<file path="config.mk">
export PLATFORM = sky130hd
export DESIGN_NAME = selective_repeat_receiver
export DESIGN_NICKNAME = d
export VERILOG_FILES = /design/src/srr_pkg.sv /design/src/selective_repeat_receiver.sv
export SDC_FILE = /design/constraint.sdc
export NUM_CORES = 2
export LEC_CHECK = 0
export BUFFER_PORTS_ARGS = -buffer_cell sky130_fd_sc_hd__buf_2
export CAP_MARGIN = 20
export CORE_ASPECT_RATIO = 1.2
export CORE_UTILIZATION = 38
export CTS_CLUSTER_DIAMETER = 30
export DETAILED_ROUTE_END_ITERATION = 12
export PLACE_DENSITY = 0.58
export RECOVER_POWER = 100
export SYNTH_ARGS = -nofsm -noshare
export SYNTH_HDL_FRONTEND = slang
export SYNTH_SLANG_ARGS = --single-unit
</file>
<file path="constraint.sdc">
create_clock -name clk -period 13.8 [get_ports clk]
set_clock_uncertainty 0.05 [all_clocks]
set_input_delay 2.07 -clock clk [delete_from_list [all_inputs] [get_ports clk]]
set_output_delay 2.07 -clock clk [all_outputs]
set_load 0.01 [all_outputs]
</file>
<file path="src/srr_pkg.sv">
// Shared constants, types and state codes for the selective-repeat receiver.
package srr_pkg;

  localparam int SEQ_W          = 16;   // sequence number width
  localparam int WIN_W          = 5;    // receive window register width
  localparam int WINDOW_MAX_DEF = 16;   // default ring depth
  localparam int PAYLOAD_BYTES  = 20;
  localparam int WORD_W         = 32;
  localparam int WORDS          = 5;
  localparam int PAY_W          = WORDS * WORD_W;       // 160
  localparam int CHK_W          = 32;                   // carried checksum
  localparam int ACK_CHK_W      = SEQ_W + 1;            // 2*seq
  localparam int SUM_W          = SEQ_W + 3;            // seq+ack+bytes, signed
  localparam int IN_TDATA_W     = 2 * SEQ_W + CHK_W + PAY_W;            // 224
  localparam int OUT_RAW_W      = SEQ_W + ACK_CHK_W + PAY_W;            // 193
  localparam int OUT_TDATA_W    = ((OUT_RAW_W + 7) / 8) * 8;            // 200

  localparam logic [WIN_W-1:0] WIN_RESET = 5'd8;

  localparam logic KIND_ACK = 1'b0;
  localparam logic KIND_DLV = 1'b1;

  typedef enum logic [1:0] {
    S_IDLE,   // waiting for a packet
    S_CHECK,  // checksum compare, window test, ack and store
    S_RD,     // ring read of the expected slot in flight
    S_DLV     // deliver the expected slot
  } state_t;

endpackage

</file>
<file path="src/selective_repeat_receiver.sv">
// Selective-repeat ARQ receiver: checksum, receive window, payload ring, in-order delivery.
// Order: the ack is loaded into the output register from the check step; each
//   delivery follows via the registered ring read, then the output register.
// Flow: one packet at a time, with its deliveries; input is taken only
//   in idle, and a full output register stalls the check and delivery steps.
// Reset (rst_n low, synchronous): window 8, next expected 0, all slots empty;
//   no clearing pass, the ring payload is only read from filled slots.
module selective_repeat_receiver #(
  parameter int WINDOW_MAX = srr_pkg::WINDOW_MAX_DEF
) (
  input  logic                             clk,
  input  logic                             rst_n,
  // configuration: receive window width
  input  logic                             cfg_wr_en,
  input  logic [srr_pkg::WIN_W-1:0]        cfg_wr_data,
  // packet input
  input  logic                             in_tvalid,
  output logic                             in_tready,
  // seq_num[15:0], ack_num[31:16], check_value[63:32], payload_w0..payload_w4[223:64]
  input  logic [srr_pkg::IN_TDATA_W-1:0]   in_tdata,
  // result output
  output logic                             out_tvalid,
  input  logic                             out_tready,
  // out_seq[15:0], ack_check[32:16], out_w0..out_w4[192:33], zero pad[199:193]
  output logic [srr_pkg::OUT_TDATA_W-1:0]  out_tdata,
  // kind[0]: 0 ack to sender, 1 payload delivered
  output logic [0:0]                       out_tuser,
  output logic                             out_tlast
);

  localparam int IDX_W = (WINDOW_MAX > 1) ? $clog2(WINDOW_MAX) : 1;
  localparam logic [srr_pkg::SEQ_W-1:0] IDX_MASK = srr_pkg::SEQ_W'(WINDOW_MAX - 1);
  localparam logic [srr_pkg::SEQ_W-1:0] WMAX     = srr_pkg::SEQ_W'(WINDOW_MAX);

  // ---------------------------------------------------------------------------
  // Registers
  // ---------------------------------------------------------------------------
  srr_pkg::state_t state_r, state_nxt;

  logic [srr_pkg::WIN_W-1:0]   window_r;
  logic [srr_pkg::SEQ_W-1:0]   nexp_r;          // next expected sequence number
  logic [WINDOW_MAX-1:0]       filled_r;        // one valid bit per ring slot

  // captured packet
  logic [srr_pkg::SEQ_W-1:0]   seq_r;
  logic [srr_pkg::CHK_W-1:0]   chk_r;
  logic [srr_pkg::PAY_W-1:0]   pay_r;
  logic [srr_pkg::SUM_W-1:0]   sum_r, sum_nxt;  // signed checksum computed at capture

  // payload ring, registered read
  logic [srr_pkg::PAY_W-1:0]   ring_mem [WINDOW_MAX];
  logic [srr_pkg::PAY_W-1:0]   rd_data_r;

  // output register
  logic                        out_valid_r;
  logic                        out_kind_r, out_kind_nxt;
  logic                        out_last_r, out_last_nxt;
  logic [srr_pkg::SEQ_W-1:0]   out_seq_r, out_seq_nxt;
  logic [srr_pkg::ACK_CHK_W-1:0] out_chk_r, out_chk_nxt;
  logic [srr_pkg::PAY_W-1:0]   out_pay_r, out_pay_nxt;

  // control
  logic cap_en, out_load, mem_we, fill_set, fill_clr, nexp_inc;
  logic out_free;

  // ---------------------------------------------------------------------------
  // Checksum at capture: seq + ack + signed payload bytes up to first zero byte
  // ---------------------------------------------------------------------------
  // bytes past the first zero are masked off, then summed as a balanced tree
  always_comb begin
    logic                      run;
    logic [7:0]                b;
    logic [srr_pkg::SUM_W-1:0] term [srr_pkg::PAYLOAD_BYTES];
    logic [srr_pkg::SUM_W-1:0] wsum [srr_pkg::WORDS];
    run = 1'b1;
    for (int i = 0; i < srr_pkg::PAYLOAD_BYTES; i++) begin
      b       = in_tdata[64 + 8*i +: 8];
      run     = run & (b != 8'd0);
      term[i] = run ? {{(srr_pkg::SUM_W-8){b[7]}}, b} : '0;
    end
    for (int k = 0; k < srr_pkg::WORDS; k++) begin
      wsum[k] = (term[4*k] + term[4*k+1]) + (term[4*k+2] + term[4*k+3]);
    end
    sum_nxt = ((wsum[0] + wsum[1]) + (wsum[2] + wsum[3]))
            + (wsum[4] + (srr_pkg::SUM_W'(in_tdata[15:0])
                          + srr_pkg::SUM_W'(in_tdata[31:16])));
  end

  // ---------------------------------------------------------------------------
  // Window test on the captured packet
  // ---------------------------------------------------------------------------
  logic [srr_pkg::SEQ_W-1:0] win_ext, win_eff, fwd, back;
  logic [IDX_W-1:0]          sidx, cidx, nidx;
  logic                      pkt_ok, in_win, in_back;

  assign win_ext = srr_pkg::SEQ_W'(window_r);
  always_comb begin
    if (win_ext == '0)       win_eff = srr_pkg::SEQ_W'(1);
    else if (win_ext > WMAX) win_eff = WMAX;
    else                     win_eff = win_ext;
  end

  assign fwd     = seq_r - nexp_r;
  assign back    = nexp_r - seq_r;
  assign pkt_ok  = ({{(srr_pkg::CHK_W-srr_pkg::SUM_W){sum_r[srr_pkg::SUM_W-1]}}, sum_r}
                    == chk_r);
  assign in_win  = fwd < win_eff;
  assign in_back = (back != '0) && (back <= win_eff);

  assign sidx = IDX_W'(seq_r & IDX_MASK);                          // packet's slot
  assign cidx = IDX_W'(nexp_r & IDX_MASK);                         // expected slot
  assign nidx = IDX_W'((nexp_r + srr_pkg::SEQ_W'(1)) & IDX_MASK);  // slot after it

  assign out_free = !out_valid_r || out_tready;

  // ---------------------------------------------------------------------------
  // FSM: next state
  // ---------------------------------------------------------------------------
  always_comb begin
    state_nxt = state_r;
    case (state_r)
      srr_pkg::S_IDLE: begin
        if (in_tvalid) state_nxt = srr_pkg::S_CHECK;
      end
      srr_pkg::S_CHECK: begin
        if (!pkt_ok || !(in_win || in_back)) begin
          state_nxt = srr_pkg::S_IDLE;   // corrupt or outside both windows: dropped
        end else if (out_free) begin
          state_nxt = (in_win && fwd == '0) ? srr_pkg::S_RD : srr_pkg::S_IDLE;
        end
      end
      srr_pkg::S_RD: state_nxt = srr_pkg::S_DLV;
      srr_pkg::S_DLV: begin
        if (out_free) state_nxt = out_last_nxt ? srr_pkg::S_IDLE : srr_pkg::S_RD;
      end
      default: state_nxt = srr_pkg::S_IDLE;
    endcase
  end

  // ---------------------------------------------------------------------------
  // FSM: outputs and datapath control
  // ---------------------------------------------------------------------------
  always_comb begin
    in_tready    = 1'b0;
    cap_en       = 1'b0;
    out_load     = 1'b0;
    mem_we       = 1'b0;
    fill_set     = 1'b0;
    fill_clr     = 1'b0;
    nexp_inc     = 1'b0;
    out_kind_nxt = srr_pkg::KIND_ACK;
    out_last_nxt = 1'b1;
    out_seq_nxt  = seq_r;
    out_chk_nxt  = {seq_r, 1'b0};
    out_pay_nxt  = '0;
    case (state_r)
      srr_pkg::S_IDLE: begin
        in_tready = 1'b1;
        cap_en    = in_tvalid;
      end
      srr_pkg::S_CHECK: begin
        // ack goes out first; a hit on the expected slot is followed by deliveries
        out_last_nxt = !(in_win && fwd == '0);
        if (pkt_ok && (in_win || in_back) && out_free) begin
          out_load = 1'b1;
          if (in_win && !filled_r[sidx]) begin
            mem_we   = 1'b1;
            fill_set = 1'b1;
          end
        end
      end
      srr_pkg::S_RD: begin
        // rd_data_r picks up the expected slot at this edge
      end
      srr_pkg::S_DLV: begin
        out_kind_nxt = srr_pkg::KIND_DLV;
        out_seq_nxt  = nexp_r;
        out_chk_nxt  = '0;
        out_pay_nxt  = rd_data_r;
        // run ends when the following slot is empty (or is this same slot)
        out_last_nxt = !(filled_r[nidx] && (nidx != cidx));
        if (out_free) begin
          out_load = 1'b1;
          fill_clr = 1'b1;
          nexp_inc = 1'b1;
        end
      end
      default: begin
      end
    endcase
  end

  // ---------------------------------------------------------------------------
  // Control registers
  // ---------------------------------------------------------------------------
  always_ff @(posedge clk) begin
    if (!rst_n) begin
      state_r     <= srr_pkg::S_IDLE;
      window_r    <= srr_pkg::WIN_RESET;
      nexp_r      <= '0;
      filled_r    <= '0;
      out_valid_r <= 1'b0;
    end else begin
      state_r <= state_nxt;
      if (cfg_wr_en) window_r <= cfg_wr_data;
      if (nexp_inc)  nexp_r   <= nexp_r + srr_pkg::SEQ_W'(1);
      if (fill_set)  filled_r[sidx] <= 1'b1;
      if (fill_clr)  filled_r[cidx] <= 1'b0;
      if (out_load)        out_valid_r <= 1'b1;
      else if (out_tready) out_valid_r <= 1'b0;
    end
  end

  // ---------------------------------------------------------------------------
  // Payload registers
  // ---------------------------------------------------------------------------
  always_ff @(posedge clk) begin
    if (cap_en) begin
      seq_r <= in_tdata[15:0];
      chk_r <= in_tdata[63:32];
      pay_r <= in_tdata[223:64];
      sum_r <= sum_nxt;
    end
    if (out_load) begin
      out_kind_r <= out_kind_nxt;
      out_last_r <= out_last_nxt;
      out_seq_r  <= out_seq_nxt;
      out_chk_r  <= out_chk_nxt;
      out_pay_r  <= out_pay_nxt;
    end
  end

  // payload ring: write from the check step, read always at the expected slot
  always_ff @(posedge clk) begin
    if (mem_we) ring_mem[sidx] <= pay_r;
    rd_data_r <= ring_mem[cidx];
  end

  // ---------------------------------------------------------------------------
  // Ports
  // ---------------------------------------------------------------------------
  assign out_tvalid   = out_valid_r;
  assign out_tuser[0] = out_kind_r;
  assign out_tlast    = out_last_r;
  assign out_tdata    = {{(srr_pkg::OUT_TDATA_W-srr_pkg::OUT_RAW_W){1'b0}},
                         out_pay_r, out_chk_r, out_seq_r};

  // ---------------------------------------------------------------------------
  // Assertions
  // ---------------------------------------------------------------------------
  // a delivery only ever reads a filled slot
  a_dlv_filled: assert property (@(posedge clk) disable iff (!rst_n)
    (state_r == srr_pkg::S_DLV && out_free) |-> filled_r[cidx])
    else $error("delivery from an empty slot");

  // a corrupt packet leaves no result and returns to idle
  a_corrupt_drop: assert property (@(posedge clk) disable iff (!rst_n)
    (state_r == srr_pkg::S_CHECK && !pkt_ok) |=> (state_r == srr_pkg::S_IDLE))
    else $error("corrupt packet not dropped");

  // next expected only moves on a delivery
  a_nexp_moves: assert property (@(posedge clk) disable iff (!rst_n)
    (state_r != srr_pkg::S_DLV) |=> (nexp_r == $past(nexp_r)))
    else $error("next expected moved outside delivery");

  // a delivery is always preceded by the ring read state
  a_rd_before_dlv: assert property (@(posedge clk) disable iff (!rst_n)
    (state_r == srr_pkg::S_DLV && $past(state_r) != srr_pkg::S_DLV)
      |-> ($past(state_r) == srr_pkg::S_RD))
    else $error("delivery without ring read");

  // a delivered item carries no ack checksum
  a_dlv_chk_zero: assert property (@(posedge clk) disable iff (!rst_n)
    (out_valid_r && out_kind_r == srr_pkg::KIND_DLV) |-> (out_chk_r == '0))
    else $error("delivery with nonzero ack checksum");

endmodule

</file>
==> key figures <==
Setup path
  • Startpoint-to-endpoint class of the critical path: reg -> reg
  • Ordered list of cells on the worst path: ha_1 -> inv_1 -> fa_1 -> xor2_1 -> ha_1 -> a21oi_1 -> o21ai_0 -> a21o_1 -> a21oi_1 -> o211ai_1 -> nor4_1 -> and4b_1 -> nand4_1 -> nor2_1 -> clkbuf_1 -> clkbuf_1
  • Worst setup EP type: flip-flop
  • Max FO, Critical Path: 42
  • Master of the slowest instance on the critical path: sky130_fd_sc_hd__clkbuf_1
  • Slowest stage delay, CP: 2.89 ns
  • Setup slack of the worst register-to-register path: 1.67 ns
  • Buffer and inverter count on the worst path: 3
  • Required time at the endpoint of the critical path: 14.27 ns
  • Cell family with the largest share of critical-path delay: buffers and inverters
  • Critical Path AT: 12.61 ns
  • Startpoint kind of the worst setup timing path: flip-flop

CTS
  • Clk Latency, worst-skew pair: 1.01 ns
  • H-tree depth reported by CTS: 6
  • Post-CTS resize count: 0
  • Count of clock tree sinks: 3,181
  • Clk root buf: sky130_fd_sc_hd__clkbuf_16
  • Number of buffers created by CTS: 552
  • Clock tree from TritonCTS: yes
  • Number of hold buffers added after CTS: 0
  • # Post-CTS Setup Buffers: 0
  • Clock input transition at the sequential cells of the worst setup and hold paths: 0.05 ns
  • Buffer levels on the longest clock path: 4

Finish
  • Count of filler cells inserted in the layout: 27,300
  • Area added between synthesis and finish: 20.7%
  • Area occupied by multi-input gates: 29,700 um2
  • Final nets: 7,191
  • Area taken by flip-flops and latches: 93,500 um2
  • Design area: 151,000 um2
  • Fraction of layout instances using a drive strength above 1: 26.1%
  • Post-route core utilization: 46.2%

Power
  • Clock group share of total power: 38.5%
  • Worst supply voltage drop on vdd: 1.14 mV
  • Standby leakage power: 50.1 nW
  • Internal Power: 24.8 mW
  • Flop pwr share: 32.0%
  • Combinational fraction of design power: 29.5%
  • Psw: 11.1 mW
  • Final total power: 35.9 mW
  • Sw Ratio: 31.0%
  • Power per cell area: 238 nW/um2

Timing
  • Final Worst Setup Slack: 1.67 ns
  • Fin. Hold Viols: 0
  • Highest clock rate: 82.4 MHz
  • Setup TNS: 0 ns
  • Final Max Tran Viols: 2,972
  • Rel. slew slack: -217%
  • Clock period minus worst slack: 12.13 ns
  • Setup repair after global routing missed its margin: false
  • Transition time at the pin with the least slew margin: 4.76 ns
  • Period utilisation layout: 87.9%
  • Final setup violation count: 0

Routing
  • Via count: 62,400
  • Post-detailed-routing wire length: 351,000 um
  • Routed vias/inst: 5.46
  • Remaining antenna violation count after routing: 0
  • Pre-antenna DRT Iters: 5
  • Remaining routing DRC violations: 0
  • Average wire per cell in the routed design: 30.8 um
  • Violation count after the first detailed-routing iteration: 6,195

GRT
  • Global route overflow: 0
  • First-pass GRT wire length: 494,000 um
  • Overall global routing resource usage: 21.0%
  • Number of antenna violations at the first check in global routing: 56
  • Maximum number of pins on one net before global-route repair: 141
  • Number of global-route vias before repair: 65,700

Job
  • Number of violations of the max-capacitance limit: 71

Placed design
  • DP Worst Slack: 1.17 ns
  • Area post-placement: 133,000 um2
  • Final estimated routing congestion in global placement: 0.862
  • Dpl hpwl: 202,000 um
  • Total of buffers placed on input and output ports: 429

Floorplan
  • Height of the die: 631 um
  • Floorplan core area: 327,000 um2
  • Boundary Pins: 438
  • Starting density of the core: 38.3%
  • Placement row count: 230
  • Area enclosed by the die boundary: 332,000 um2
  • Die Wd: 526 um

Synthesis
  • Synthesized flop and latch total: 3,181
  • Total number of yosys warnings: 0
  • Simple logic cell fraction of the synthesized area: 2.94%
  • Count of mapped cells out of synthesis: 5,821
  • Area fraction in compound gates after synthesis: 0.926%
  • Largest family of logic cells by synthesized area: multiplexers
  • Synth Cell Area: 125,000 um2
  • Share of the synthesized area in the top cell type: 71.4%
  • Post-synth cell types: 74
  • Post-synthesis adder-cell area fraction: 4.61%
  • Share of async-settable or async-resettable flops after synthesis: 0%
  • Primary flip-flop cell chosen by synthesis mapping: sky130_fd_sc_hd__edfxtp_1
  • Xor-xnor portion of the synthesized cell area: 0.566%
  • Largest cells by area after synthesis: sky130_fd_sc_hd__edfxtp_1 (71%), sky130_fd_sc_hd__mux4_2 (15%), sky130_fd_sc_hd__fa_1 (3.9%)
  • Mean instance size in the synthesized netlist: 21.5 um2
  • Largest area contributor in the netlist: sky130_fd_sc_hd__edfxtp_1
  • Mux cell area share after synthesis: 14.6%
  • Sequential element share of the synthesized area: 74.6%
  • Number of enable-type register cells in the synthesized netlist: 2,981

Min path
  • Min-delay worst type: reg -> reg

Outcome
  • Violated checks: max-capacitance violations, max-slew violations
  • Status: finished with violations
==> cells by family after synthesis <==
family | count (synthesis)
flops | 3181
xor+xnor | 81
mux | 817
other cells | 1
buf+inv | 552
compound gates | 163
simple gates | 710
fa+ha+maj | 316
==> path summary, 6_finish.rpt <==
kind                from               to  cells after the start
max            nexp_r[0]  ring_mem[6][57]                     16
min          filled_r[4]      filled_r[4]                      2
max reg2reg    nexp_r[0]  ring_mem[6][57]                     16
min reg2reg  filled_r[4]      filled_r[4]                      2
==> metrics by stage <==
| step | std cells | hold slack, ns |
|---|---|---|
| after floorplan | 5828 | 0.399 |
| after global placement | 10400 | 0.412 |
| after detailed placement | 10400 | 0.424 |
| after CTS | 11400 | 0.431 |
| after global routing | 11400 | 0.465 |
| final | 11400 | 0.434 |
==> synth_stat cells, drive strengths merged, types with 3 or more instances <==
| cell type | count |
|---|---|
| nand2b | 16 |
| buf | 63 |
| o211ai | 5 |
| o21ai | 22 |
| nor4 | 55 |
| mux2i | 7 |
| fa | 242 |
| or3 | 5 |
| edfxtp | 2981 |
| mux4 | 810 |
| ha | 74 |
| nor3 | 29 |
| nand4 | 16 |
| nor2b | 8 |
| nand3 | 36 |
| a21oi | 40 |
| clkbuf | 209 |
| o22ai | 5 |
| xor2 | 32 |
| a211oi | 4 |
| and2 | 39 |
| dfxtp | 200 |
| xnor2 | 49 |
| a221oi | 3 |
| or4 | 4 |
| a21o | 21 |
| and3 | 182 |
| a2111oi | 5 |
| o41ai | 17 |
| inv | 279 |
| nand2 | 214 |
| a31oi | 10 |
| or2 | 3 |
| or3b | 4 |
| nor2 | 87 |
| o21a | 9 |
| o21bai | 3 |
| a22oi | 3 |
==> final cells by class <==
class	count	area share (%)
Sequential cell	3181	61.8
Inverter	280	0.700
Timing Repair Buffer	531	1.54
Tap cell	4292	3.55
Clock inverter	368	2.96
Clock buffer	654	9.76
Antenna cell	13	0.0215
Multi-Input combinational cell	2095	19.6
==> worst min-delay path, stage by stage, from the launching register on <==
cell                      delay, ns
sky130_fd_sc_hd__dfxtp_1       0.31
sky130_fd_sc_hd__nand3_1       0.06
sky130_fd_sc_hd__o41ai_1       0.06
==> power groups by stage <==
stage               logic (mW)  clock network (mW)  registers [mW]
floorplan                 7.72                   0            11.6
global placement          10.5                   0            11.7
detailed placement        10.7                   0            11.7
CTS                       10.7                14.0            11.5
global route              11.9                14.5            11.5
finish                    10.6                13.8            11.5
==> flip-flops by register name (all words and copies together), names as in the netlist <==
register    flops
ring_mem     2560
out_pay_r     160
pay_r         160
rd_data_r     160
chk_r          32
sum_r          19
filled_r       16
nexp_r         16
out_chk_r      16
out_seq_r      16
seq_r          16
window_r        5
state_r         2
out_tlast       1
out_tuser       1
out_tvalid      1
==> placed cells by master (no fill, tap or decap), types with 16 or more instances in the layout <==
master / n
sky130_fd_sc_hd__buf_4: 29
sky130_fd_sc_hd__inv_1: 278
sky130_fd_sc_hd__o21ai_0: 21
sky130_fd_sc_hd__nand2b_1: 16
sky130_fd_sc_hd__inv_6: 48
sky130_fd_sc_hd__clkbuf_8: 29
sky130_fd_sc_hd__clkinv_8: 18
sky130_fd_sc_hd__and3_1: 182
sky130_fd_sc_hd__xnor2_1: 49
sky130_fd_sc_hd__clkinv_2: 76
sky130_fd_sc_hd__clkinv_1: 41
sky130_fd_sc_hd__clkbuf_16: 565
sky130_fd_sc_hd__clkbuf_1: 492
sky130_fd_sc_hd__bufinv_16: 62
sky130_fd_sc_hd__o41ai_1: 16
sky130_fd_sc_hd__xor2_1: 32
sky130_fd_sc_hd__a21o_1: 21
sky130_fd_sc_hd__clkinvlp_4: 50
sky130_fd_sc_hd__a21oi_1: 39
sky130_fd_sc_hd__fa_1: 242
sky130_fd_sc_hd__ha_1: 74
sky130_fd_sc_hd__nand2_1: 214
sky130_fd_sc_hd__clkinv_4: 48
sky130_fd_sc_hd__nand3_1: 36
sky130_fd_sc_hd__mux4_2: 810
sky130_fd_sc_hd__and2_1: 37
sky130_fd_sc_hd__nor3_1: 28
sky130_fd_sc_hd__dfxtp_1: 197
sky130_fd_sc_hd__nor4_1: 55
sky130_fd_sc_hd__nor2_1: 84
sky130_fd_sc_hd__nand4_1: 16
sky130_fd_sc_hd__edfxtp_1: 2981
sky130_fd_sc_hd__buf_2: 48
==> layer usage <==
layer  GRT usage [%]  part of all wire (%)  up-vias
met5               0                 0.087        -
met4            7.34                   3.5       48
met3            4.21                   7.2      571
met2            34.0                    48     2568
met1            28.2                    41    33800
li1                -                     -    25400
Note: power is estimated with default switching activity, not from simulation.
